$ cat src/sv/x25519_pkg.sv
package x25519_pkg;

  localparam int WORD_BITS = 64;
  localparam int NWORDS    = 256 / WORD_BITS;
  localparam int WIDX_BITS = $clog2(NWORDS);
  localparam int FE_BITS   = 255;
  localparam int SLOT_BITS = 4;
  localparam int NSLOTS    = 16;

  // The field prime 2^255 - 19.
  localparam logic [FE_BITS-1:0] P_MOD = {{250{1'b1}}, 5'b01101};
  localparam logic [16:0]        A24_C = 17'd121665;

  typedef logic [SLOT_BITS-1:0] slot_t;

  // Register file slots. The two ladder points sit in slots 4 to 7 so that
  // a conditional swap becomes a flip of address bit 1.
  localparam slot_t SL_X1  = 4'd0;
  localparam slot_t SL_A24 = 4'd1;
  localparam slot_t SL_A   = 4'd2;
  localparam slot_t SL_AA  = 4'd3;
  localparam slot_t SL_X2  = 4'd4;
  localparam slot_t SL_Z2  = 4'd5;
  localparam slot_t SL_X3  = 4'd6;
  localparam slot_t SL_Z3  = 4'd7;
  localparam slot_t SL_B   = 4'd8;
  localparam slot_t SL_BB  = 4'd9;
  localparam slot_t SL_E   = 4'd10;
  localparam slot_t SL_C   = 4'd11;
  localparam slot_t SL_D   = 4'd12;
  localparam slot_t SL_DA  = 4'd13;
  localparam slot_t SL_CB  = 4'd14;
  localparam slot_t SL_T   = 4'd15;

  localparam int LADDER_OPS = 18;
  localparam int INIT_OPS   = 6;

  typedef enum logic [2:0] {
    OP_ADD = 3'd0,
    OP_SUB = 3'd1,
    OP_MUL = 3'd2,
    OP_CPY = 3'd3,
    OP_SET = 3'd4,
    OP_OUT = 3'd5
  } op_e;

  typedef enum logic [1:0] {
    IMM_U    = 2'd0,
    IMM_ONE  = 2'd1,
    IMM_ZERO = 2'd2,
    IMM_A24  = 2'd3
  } imm_e;

  typedef struct packed {
    op_e   op;
    slot_t dst;
    slot_t s1;
    slot_t s2;
    imm_e  imm;
  } uop_t;

  typedef struct packed {
    logic                 start;
    uop_t                 uop;
    logic                 load_we;
    logic [WIDX_BITS-1:0] load_idx;
    logic [7:0]           kpos;
    logic [WIDX_BITS-1:0] widx;
  } cmd_t;

  typedef struct packed {
    logic done;
    logic kbit;
  } sts_t;

  typedef struct packed {
    logic [63:0] u_word;
    logic [63:0] k_word;
  } in_t;

  typedef struct packed {
    logic [63:0] result_word;
    logic        last_word;
  } out_t;

  function automatic uop_t mk_uop(op_e op, slot_t dst, slot_t s1, slot_t s2, imm_e imm);
    uop_t u;
    u.op  = op;
    u.dst = dst;
    u.s1  = s1;
    u.s2  = s2;
    u.imm = imm;
    return u;
  endfunction

  // One Montgomery ladder step, in ladder-point names before renaming.
  function automatic uop_t ladder_op(logic [4:0] idx);
    uop_t u;
    unique case (idx)
      5'd0:    u = mk_uop(OP_ADD, SL_A,  SL_X2,  SL_Z2, IMM_ZERO);
      5'd1:    u = mk_uop(OP_MUL, SL_AA, SL_A,   SL_A,  IMM_ZERO);
      5'd2:    u = mk_uop(OP_SUB, SL_B,  SL_X2,  SL_Z2, IMM_ZERO);
      5'd3:    u = mk_uop(OP_MUL, SL_BB, SL_B,   SL_B,  IMM_ZERO);
      5'd4:    u = mk_uop(OP_SUB, SL_E,  SL_AA,  SL_BB, IMM_ZERO);
      5'd5:    u = mk_uop(OP_ADD, SL_C,  SL_X3,  SL_Z3, IMM_ZERO);
      5'd6:    u = mk_uop(OP_SUB, SL_D,  SL_X3,  SL_Z3, IMM_ZERO);
      5'd7:    u = mk_uop(OP_MUL, SL_DA, SL_D,   SL_A,  IMM_ZERO);
      5'd8:    u = mk_uop(OP_MUL, SL_CB, SL_C,   SL_B,  IMM_ZERO);
      5'd9:    u = mk_uop(OP_ADD, SL_T,  SL_DA,  SL_CB, IMM_ZERO);
      5'd10:   u = mk_uop(OP_MUL, SL_X3, SL_T,   SL_T,  IMM_ZERO);
      5'd11:   u = mk_uop(OP_SUB, SL_T,  SL_DA,  SL_CB, IMM_ZERO);
      5'd12:   u = mk_uop(OP_MUL, SL_T,  SL_T,   SL_T,  IMM_ZERO);
      5'd13:   u = mk_uop(OP_MUL, SL_Z3, SL_X1,  SL_T,  IMM_ZERO);
      5'd14:   u = mk_uop(OP_MUL, SL_X2, SL_AA,  SL_BB, IMM_ZERO);
      5'd15:   u = mk_uop(OP_MUL, SL_T,  SL_A24, SL_E,  IMM_ZERO);
      5'd16:   u = mk_uop(OP_ADD, SL_T,  SL_AA,  SL_T,  IMM_ZERO);
      5'd17:   u = mk_uop(OP_MUL, SL_Z2, SL_E,   SL_T,  IMM_ZERO);
      default: u = mk_uop(OP_ADD, SL_T,  SL_T,   SL_T,  IMM_ZERO);
    endcase
    return u;
  endfunction

  function automatic uop_t init_op(logic [2:0] idx);
    uop_t u;
    unique case (idx)
      3'd0:    u = mk_uop(OP_SET, SL_X1,  SL_X1, SL_X1, IMM_U);
      3'd1:    u = mk_uop(OP_SET, SL_X2,  SL_X1, SL_X1, IMM_ONE);
      3'd2:    u = mk_uop(OP_SET, SL_Z2,  SL_X1, SL_X1, IMM_ZERO);
      3'd3:    u = mk_uop(OP_SET, SL_X3,  SL_X1, SL_X1, IMM_U);
      3'd4:    u = mk_uop(OP_SET, SL_Z3,  SL_X1, SL_X1, IMM_ONE);
      3'd5:    u = mk_uop(OP_SET, SL_A24, SL_X1, SL_X1, IMM_A24);
      default: u = mk_uop(OP_SET, SL_T,   SL_X1, SL_X1, IMM_ZERO);
    endcase
    return u;
  endfunction

  // Renames the two ladder points when the current scalar bit is set.
  function automatic slot_t map_slot(slot_t s, logic swap);
    return (swap && (s[3:2] == 2'b01)) ? (s ^ 4'd2) : s;
  endfunction

endpackage

$ cat src/sv/x25519_ctrl.sv
module x25519_ctrl import x25519_pkg::*; (
  input  logic clk_i,
  input  logic rst_ni,
  input  logic in_valid_i,
  output logic in_stall_o,
  output logic out_valid_o,
  input  logic out_stall_i,
  output logic out_last_o,
  input  sts_t sts_i,
  output cmd_t cmd_o
);

  typedef enum logic [7:0] {
    C_LOAD = 8'b00000001,
    C_INIT = 8'b00000010,
    C_LAD  = 8'b00000100,
    C_CPY  = 8'b00001000,
    C_INV  = 8'b00010000,
    C_FIN  = 8'b00100000,
    C_CAP  = 8'b01000000,
    C_EMIT = 8'b10000000
  } ctl_state_e;

  ctl_state_e st_q, st_d;
  logic                 wait_q, wait_d;
  logic [WIDX_BITS-1:0] cnt_q, cnt_d;
  logic [WIDX_BITS-1:0] widx_q, widx_d;
  logic [4:0]           step_q, step_d;
  logic [7:0]           pos_q, pos_d;
  logic [7:0]           inv_q, inv_d;
  logic                 sub_q, sub_d;

  uop_t raw, mapped;
  logic work, accept, swap;

  assign accept = in_valid_i && (st_q == C_LOAD);
  assign work   = !((st_q == C_LOAD) || (st_q == C_EMIT));
  assign swap   = (st_q == C_LAD) && sts_i.kbit;

  always_comb begin
    unique case (st_q)
      C_INIT:  raw = init_op(step_q[2:0]);
      C_LAD:   raw = ladder_op(step_q);
      C_CPY:   raw = mk_uop(OP_CPY, SL_A, SL_Z2, SL_Z2, IMM_ZERO);
      C_INV:   raw = sub_q ? mk_uop(OP_MUL, SL_A, SL_A, SL_Z2, IMM_ZERO)
                           : mk_uop(OP_MUL, SL_A, SL_A, SL_A, IMM_ZERO);
      C_FIN:   raw = mk_uop(OP_MUL, SL_T, SL_X2, SL_A, IMM_ZERO);
      C_CAP:   raw = mk_uop(OP_OUT, SL_T, SL_T, SL_T, IMM_ZERO);
      default: raw = mk_uop(OP_OUT, SL_T, SL_T, SL_T, IMM_ZERO);
    endcase
    mapped     = raw;
    mapped.dst = map_slot(raw.dst, swap);
    mapped.s1  = map_slot(raw.s1, swap);
    mapped.s2  = map_slot(raw.s2, swap);
  end

  always_comb begin
    st_d   = st_q;
    wait_d = wait_q;
    cnt_d  = cnt_q;
    widx_d = widx_q;
    step_d = step_q;
    pos_d  = pos_q;
    inv_d  = inv_q;
    sub_d  = sub_q;

    if (work && sts_i.done) begin
      wait_d = 1'b0;
      unique case (st_q)
        C_INIT: begin
          if (step_q == 5'(INIT_OPS - 1)) begin
            st_d   = C_LAD;
            step_d = 5'd0;
            pos_d  = 8'd254;
          end else begin
            step_d = step_q + 5'd1;
          end
        end
        C_LAD: begin
          if (step_q == 5'(LADDER_OPS - 1)) begin
            step_d = 5'd0;
            if (pos_q == 8'd0) begin
              st_d = C_CPY;
            end else begin
              pos_d = pos_q - 8'd1;
            end
          end else begin
            step_d = step_q + 5'd1;
          end
        end
        C_CPY: begin
          st_d  = C_INV;
          inv_d = 8'd253;
          sub_d = 1'b0;
        end
        C_INV: begin
          if (sub_q || (inv_q == 8'd2) || (inv_q == 8'd4)) begin
            sub_d = 1'b0;
            if (inv_q == 8'd0) begin
              st_d = C_FIN;
            end else begin
              inv_d = inv_q - 8'd1;
            end
          end else begin
            sub_d = 1'b1;
          end
        end
        C_FIN: st_d = C_CAP;
        C_CAP: begin
          st_d   = C_EMIT;
          widx_d = '0;
        end
        default: st_d = C_LOAD;
      endcase
    end else if (work && !wait_q) begin
      wait_d = 1'b1;
    end

    if (accept) begin
      if (cnt_q == WIDX_BITS'(NWORDS - 1)) begin
        cnt_d  = '0;
        st_d   = C_INIT;
        step_d = 5'd0;
      end else begin
        cnt_d = cnt_q + 1'b1;
      end
    end

    if ((st_q == C_EMIT) && !out_stall_i) begin
      if (widx_q == WIDX_BITS'(NWORDS - 1)) begin
        st_d = C_LOAD;
      end else begin
        widx_d = widx_q + 1'b1;
      end
    end
  end

  always_ff @(posedge clk_i or negedge rst_ni) begin
    if (!rst_ni) begin
      st_q   <= C_LOAD;
      wait_q <= 1'b0;
      cnt_q  <= '0;
      widx_q <= '0;
      step_q <= '0;
      pos_q  <= '0;
      inv_q  <= '0;
      sub_q  <= 1'b0;
    end else begin
      st_q   <= st_d;
      wait_q <= wait_d;
      cnt_q  <= cnt_d;
      widx_q <= widx_d;
      step_q <= step_d;
      pos_q  <= pos_d;
      inv_q  <= inv_d;
      sub_q  <= sub_d;
    end
  end

  assign cmd_o.start    = work && !wait_q;
  assign cmd_o.uop      = mapped;
  assign cmd_o.load_we  = accept;
  assign cmd_o.load_idx = cnt_q;
  assign cmd_o.kpos     = pos_q;
  assign cmd_o.widx     = widx_q;

  assign in_stall_o  = (st_q != C_LOAD);
  assign out_valid_o = (st_q == C_EMIT);
  assign out_last_o  = (widx_q == WIDX_BITS'(NWORDS - 1));

endmodule

$ cat config.mk
export PLATFORM = sky130hd
export DESIGN_NAME = x25519_ctrl
export DESIGN_NICKNAME = d
export VERILOG_FILES = /design/src/sv/x25519_pkg.sv /design/src/sv/x25519_ctrl.sv
export SDC_FILE = /design/constraint.sdc
export NUM_CORES = 1
export LEC_CHECK = 0
export ABC_AREA = 1
export BUFFER_PORTS_ARGS = -buffer_cell sky130_fd_sc_hd__clkbuf_2
export CAP_MARGIN = 20
export CORE_ASPECT_RATIO = 2
export CORE_UTILIZATION = 45
export DETAILED_ROUTE_END_ITERATION = 7
export GPL_ROUTABILITY_DRIVEN = 0
export PLACE_DENSITY_LB_ADDON = 0.05
export SETUP_SLACK_MARGIN = 0.1
export SLEW_MARGIN = 20
export SYNTH_ARGS = -nofsm -noshare
export SYNTH_HDL_FRONTEND = slang
export SYNTH_SLANG_ARGS = --single-unit
export TNS_END_PERCENT = 30
$ cat constraint.sdc
create_clock -name clk_i -period 3.7 [get_ports clk_i]
set_input_delay 0.74 -clock clk_i [delete_from_list [all_inputs] [get_ports clk_i]]
set_output_delay 0.74 -clock clk_i [all_outputs]
set_load 0.05 [all_outputs]
==> results.py <==
metrics = {
    "power_and_ir_drop": {
        "powerDensity_nw_per_um2": 912,
        "power_frac_comb": 0.609,
        "p_leak_uw": 0.00177,
        "switching_share": 0.554,
        "p_int_uw": 1430,
        "pwr-share-clk": 0.168,
        "vdd_drop_max_uv": 581,
        "p_seq_frac": 0.223,
        "power_switching_uw": 1780,
    },
    "cts": {
        "path_clk_slew_ns": 0.05,
        "cts_tree": "done",
        "clk_latency_ns": 0.28,
        "clockRootBuffer": "clkbuf_16",
        "cts_resized": 0,
        "cts_max_path_buffers": 2,
        "cts_setup_buffers": 0,
        "htreeDepth": 2,
        "postCtsHoldBufs": 0,
        "cts_buffers": 5,
        "cts_sinks": 35,
    },
    "logic_synthesis": {
        "synth_nets": 476,
        "synth_area_per_cell_um2": 6.85,
        "netlist-cell-type-count": 40,
        "syn_inst": 455,
        "ys_ff_latch": 35,
        "syn-cell-area_um2": 3120,
        "seq_area_frac_synth": 0.281,
        "yosys_warnings": 0,
    },
    "layout": {
        "instances_no_fill": 578,
        "final_util": 0.528,
        "final_net_count": 510,
        "syn2layout_area_growth_pct": 12.9,
        "num_antenna_cells": 0,
        "layout-drive-gt1-share": 0.206,
    },
    "min_path": {
        "whs_path_depth": 2,
        "min_to": "inv_q[0]",
        "hp-start": "inv_q[0]",
        "hold_class": "reg2reg",
    },
    "critical_path": {
        "start_kind": "flop",
        "worstSetupStartpoint": "step_q[1]",
        "max_stage_delay_ns": 0.47,
        "crit_family": "simple AND/OR/NAND/NOR gates",
        "cp_common_cell": "nand2_1",
        "r2r-end": "pos_q[4]",
        "r2r_slack_ns": 1.50,
        "critical_path_class": "reg2out",
        "r2r-start": "st_q[2]",
        "worstPathRequired_ns": 2.96,
        "critPathArrivalTime_ns": 2.60,
        "crit_chain": "clkinv_1 -> ha_1 -> inv_1 -> nand2_1 -> nand3_1 -> nand2_1 -> nand2_1 -> nand2_1 -> nand3_1 -> nor2_1 -> nand3_1 -> nand2_1 -> clkbuf_2",
        "crit_slowest_cell": "dfrtp_1",
        "path_buf_inv": 3,
        "end_kind": "output port",
        "cp_max_fo": 10,
        "rr_worst_depth": 9,
    },
    "sta": {
        "slew_headroom": 0.402,
        "finalCritPeriodShare": 0.903,
        "hold_violations": 0,
        "tightestPinTransition_ns": 0.897,
        "max_freq_mhz": 299,
        "worst_clock_skew_ns": 0.00573,
        "rsz0062_at_grt": "false",
        "tns_ns": 0,
        "post-route-min-period_ns": 3.34,
        "drv_slew": 0,
        "finalSetupViolations": 0,
    },
    "grt": {
        "grt_util_all_layers": 0.276,
        "grt_pass1_wl_mm": 14.6,
        "gr-total-overflow": 0,
        "grt_max_degree": 36,
        "antenna_found_initial": 0,
        "grt_pass1_vias": 3014,
    },
    "detailed_routing": {
        "postRouteAntennaNets": 0,
        "wl_per_cell_um": 15.2,
        "viasPerCell": 5.26,
        "wirelength_mm": 8.79,
        "drc": 0,
        "firstDrtPassIters": 6,
        "drtIter0Drc": 233,
        "vias": 3039,
    },
    "die": {
        "ios": 40,
        "die_area_um2": 7290,
        "rows": 42,
        "die_h_um": 120,
        "core-area_um2": 6670,
        "initial_core_util": 0.467,
        "die_w_um": 60.9,
    },
    "placed_design": {
        "hpwl_mm": 6.85,
        "placed_cells": 570,
        "portBuffers": 39,
    },
    "run_status": {
        "status": "completed",
    },
    "flow_run": {
        "maxCapViolations": 0,
    },
}
[through the flow]
step | instance area [um2] | hold slack [ns] | power, uW | worst slack (ns)
after floorplan | 3120 | 0.444 | 2260 | 0.714
after global placement | 3330 | 0.467 | 2650 | 0.789
after detailed placement | 3330 | 0.475 | 2670 | 0.755
after CTS | 3520 | 0.489 | 3230 | 0.446
after global routing | 3520 | 0.552 | 3460 | 0.118
final | 3520 | 0.484 | 3210 | 0.358
[tightest hold or removal path, delay by kind of cell (launching register included)]
family | cells | cell delay, ns
AOI/OAI and AO/OA | 1 | 0.06
DFF | 1 | 0.34
and+or+nand+nor | 1 | 0.05
[kinds of logic after synthesis]
logic type,after synthesis,synth area share
AND/OR/NAND/NOR,270,0.417
adder cells (fa/ha/maj),15,0.0602
flip-flops,35,0.281
AO/OA/AOI/OAI,54,0.108
buffers and inverters,69,0.0995
XOR/XNOR,11,0.0309
multiplexers,1,0.00361
[power groups by stage]
stage	clock network, uW	registers, uW	logic [uW]
floorplan	0	850	1410
detailed placement	0	718	1950
global placement	0	714	1940
CTS	557	713	1960
global route	568	741	2150
finish	538	716	1960
[cells in the final DEF, fill, tap and decap left out, drive strengths merged]
cell type,n
a21oi,7
a22oi,1
bufinv,2
clkbuf,45
clkinv,2
dfrtp,34
dfstp,1
ha,15
inv,55
mux2,1
nand2,126
nand2b,1
nand3,44
nand4,8
nor2,78
nor3,9
nor4,1
o2111ai,1
o211ai,4
o21a,1
o21ai,38
o21bai,1
o311ai,1
or2,3
xnor2,3
xor2,8
[routing by layer]
metal  routed length (um)  global-route usage
met3                  421              0.0808
met4                  511               0.180
met5                    0                   0
met2                 4770               0.472
met1                 3090               0.274
[final cells by class]
| type | instances | area, um2 |
|---|---|---|
| fill | 699 | 3150 |
| multi-input combinational | 351 | 1930 |
| sequential | 35 | 877 |
| inverter | 57 | 219 |
| timing repair buffer | 39 | 195 |
| clock buffer | 6 | 129 |
| tap | 88 | 110 |
| clock inverter | 2 | 60.1 |
[Yosys cell counts]
library cell / number / area, um2
dfstp_2: 1 / 26.3
a21oi_1: 6 / 30.0
nand2b_1: 1 / 6.26
o21ai_1: 8 / 40.0
o21ai_2: 10 / 87.6
inv_1: 48 / 180
xor2_1: 8 / 70.1
a22oi_1: 1 / 7.51
inv_2: 7 / 26.3
nor3_1: 8 / 40.0
mux2_2: 1 / 11.3
o21ai_0: 20 / 100
nor2_2: 8 / 50.1
or2_4: 1 / 8.76
dfrtp_1: 34 / 851
nor3_4: 1 / 16.3
o21bai_1: 1 / 7.51
nand2_4: 3 / 33.8
buf_2: 4 / 20.0
nand4_1: 8 / 50.1
nand3_4: 1 / 17.5
a21oi_2: 1 / 8.76
o2111ai_1: 1 / 8.76
o211ai_1: 4 / 30.0
clkinv_4: 1 / 8.76
buf_4: 5 / 37.5
nand2_1: 116 / 435
or2_2: 2 / 12.5
clkinv_1: 1 / 3.75
ha_1: 15 / 188
nor2_4: 9 / 101
nor4_1: 1 / 6.26
o21a_1: 1 / 7.51
nor2_1: 59 / 221
nor2_8: 2 / 40.0
buf_6: 3 / 33.8
xnor2_1: 3 / 26.3
nand3_1: 43 / 215
o311ai_0: 1 / 8.76
nand2_2: 7 / 43.8
[state kept, by name, indices dropped and copies added, names as in the netlist]
| register | count |
|---|---|
| inv_q | 8 |
| st_q | 8 |
| pos_q | 8 |
| sub_q | 1 |
| step_q | 5 |
| widx_q | 2 |
| cnt_q | 2 |
| wait_q | 1 |
[worst max-delay path by stage]
stage / cells after the start / end / slack, ns
6_report: 13 / cmd_o[24] / 0.36
5_1_grt: 13 / cmd_o[24] / 0.12
4_1_cts: 13 / cmd_o[24] / 0.45
3_5_place_dp: 13 / cmd_o[24] / 0.76
3_3_place_gp: 10 / cmd_o[16] / 0.79
2_1_floorplan: 7 / cmd_o[28] / 0.71
Power figures use the tool's default switching activity.
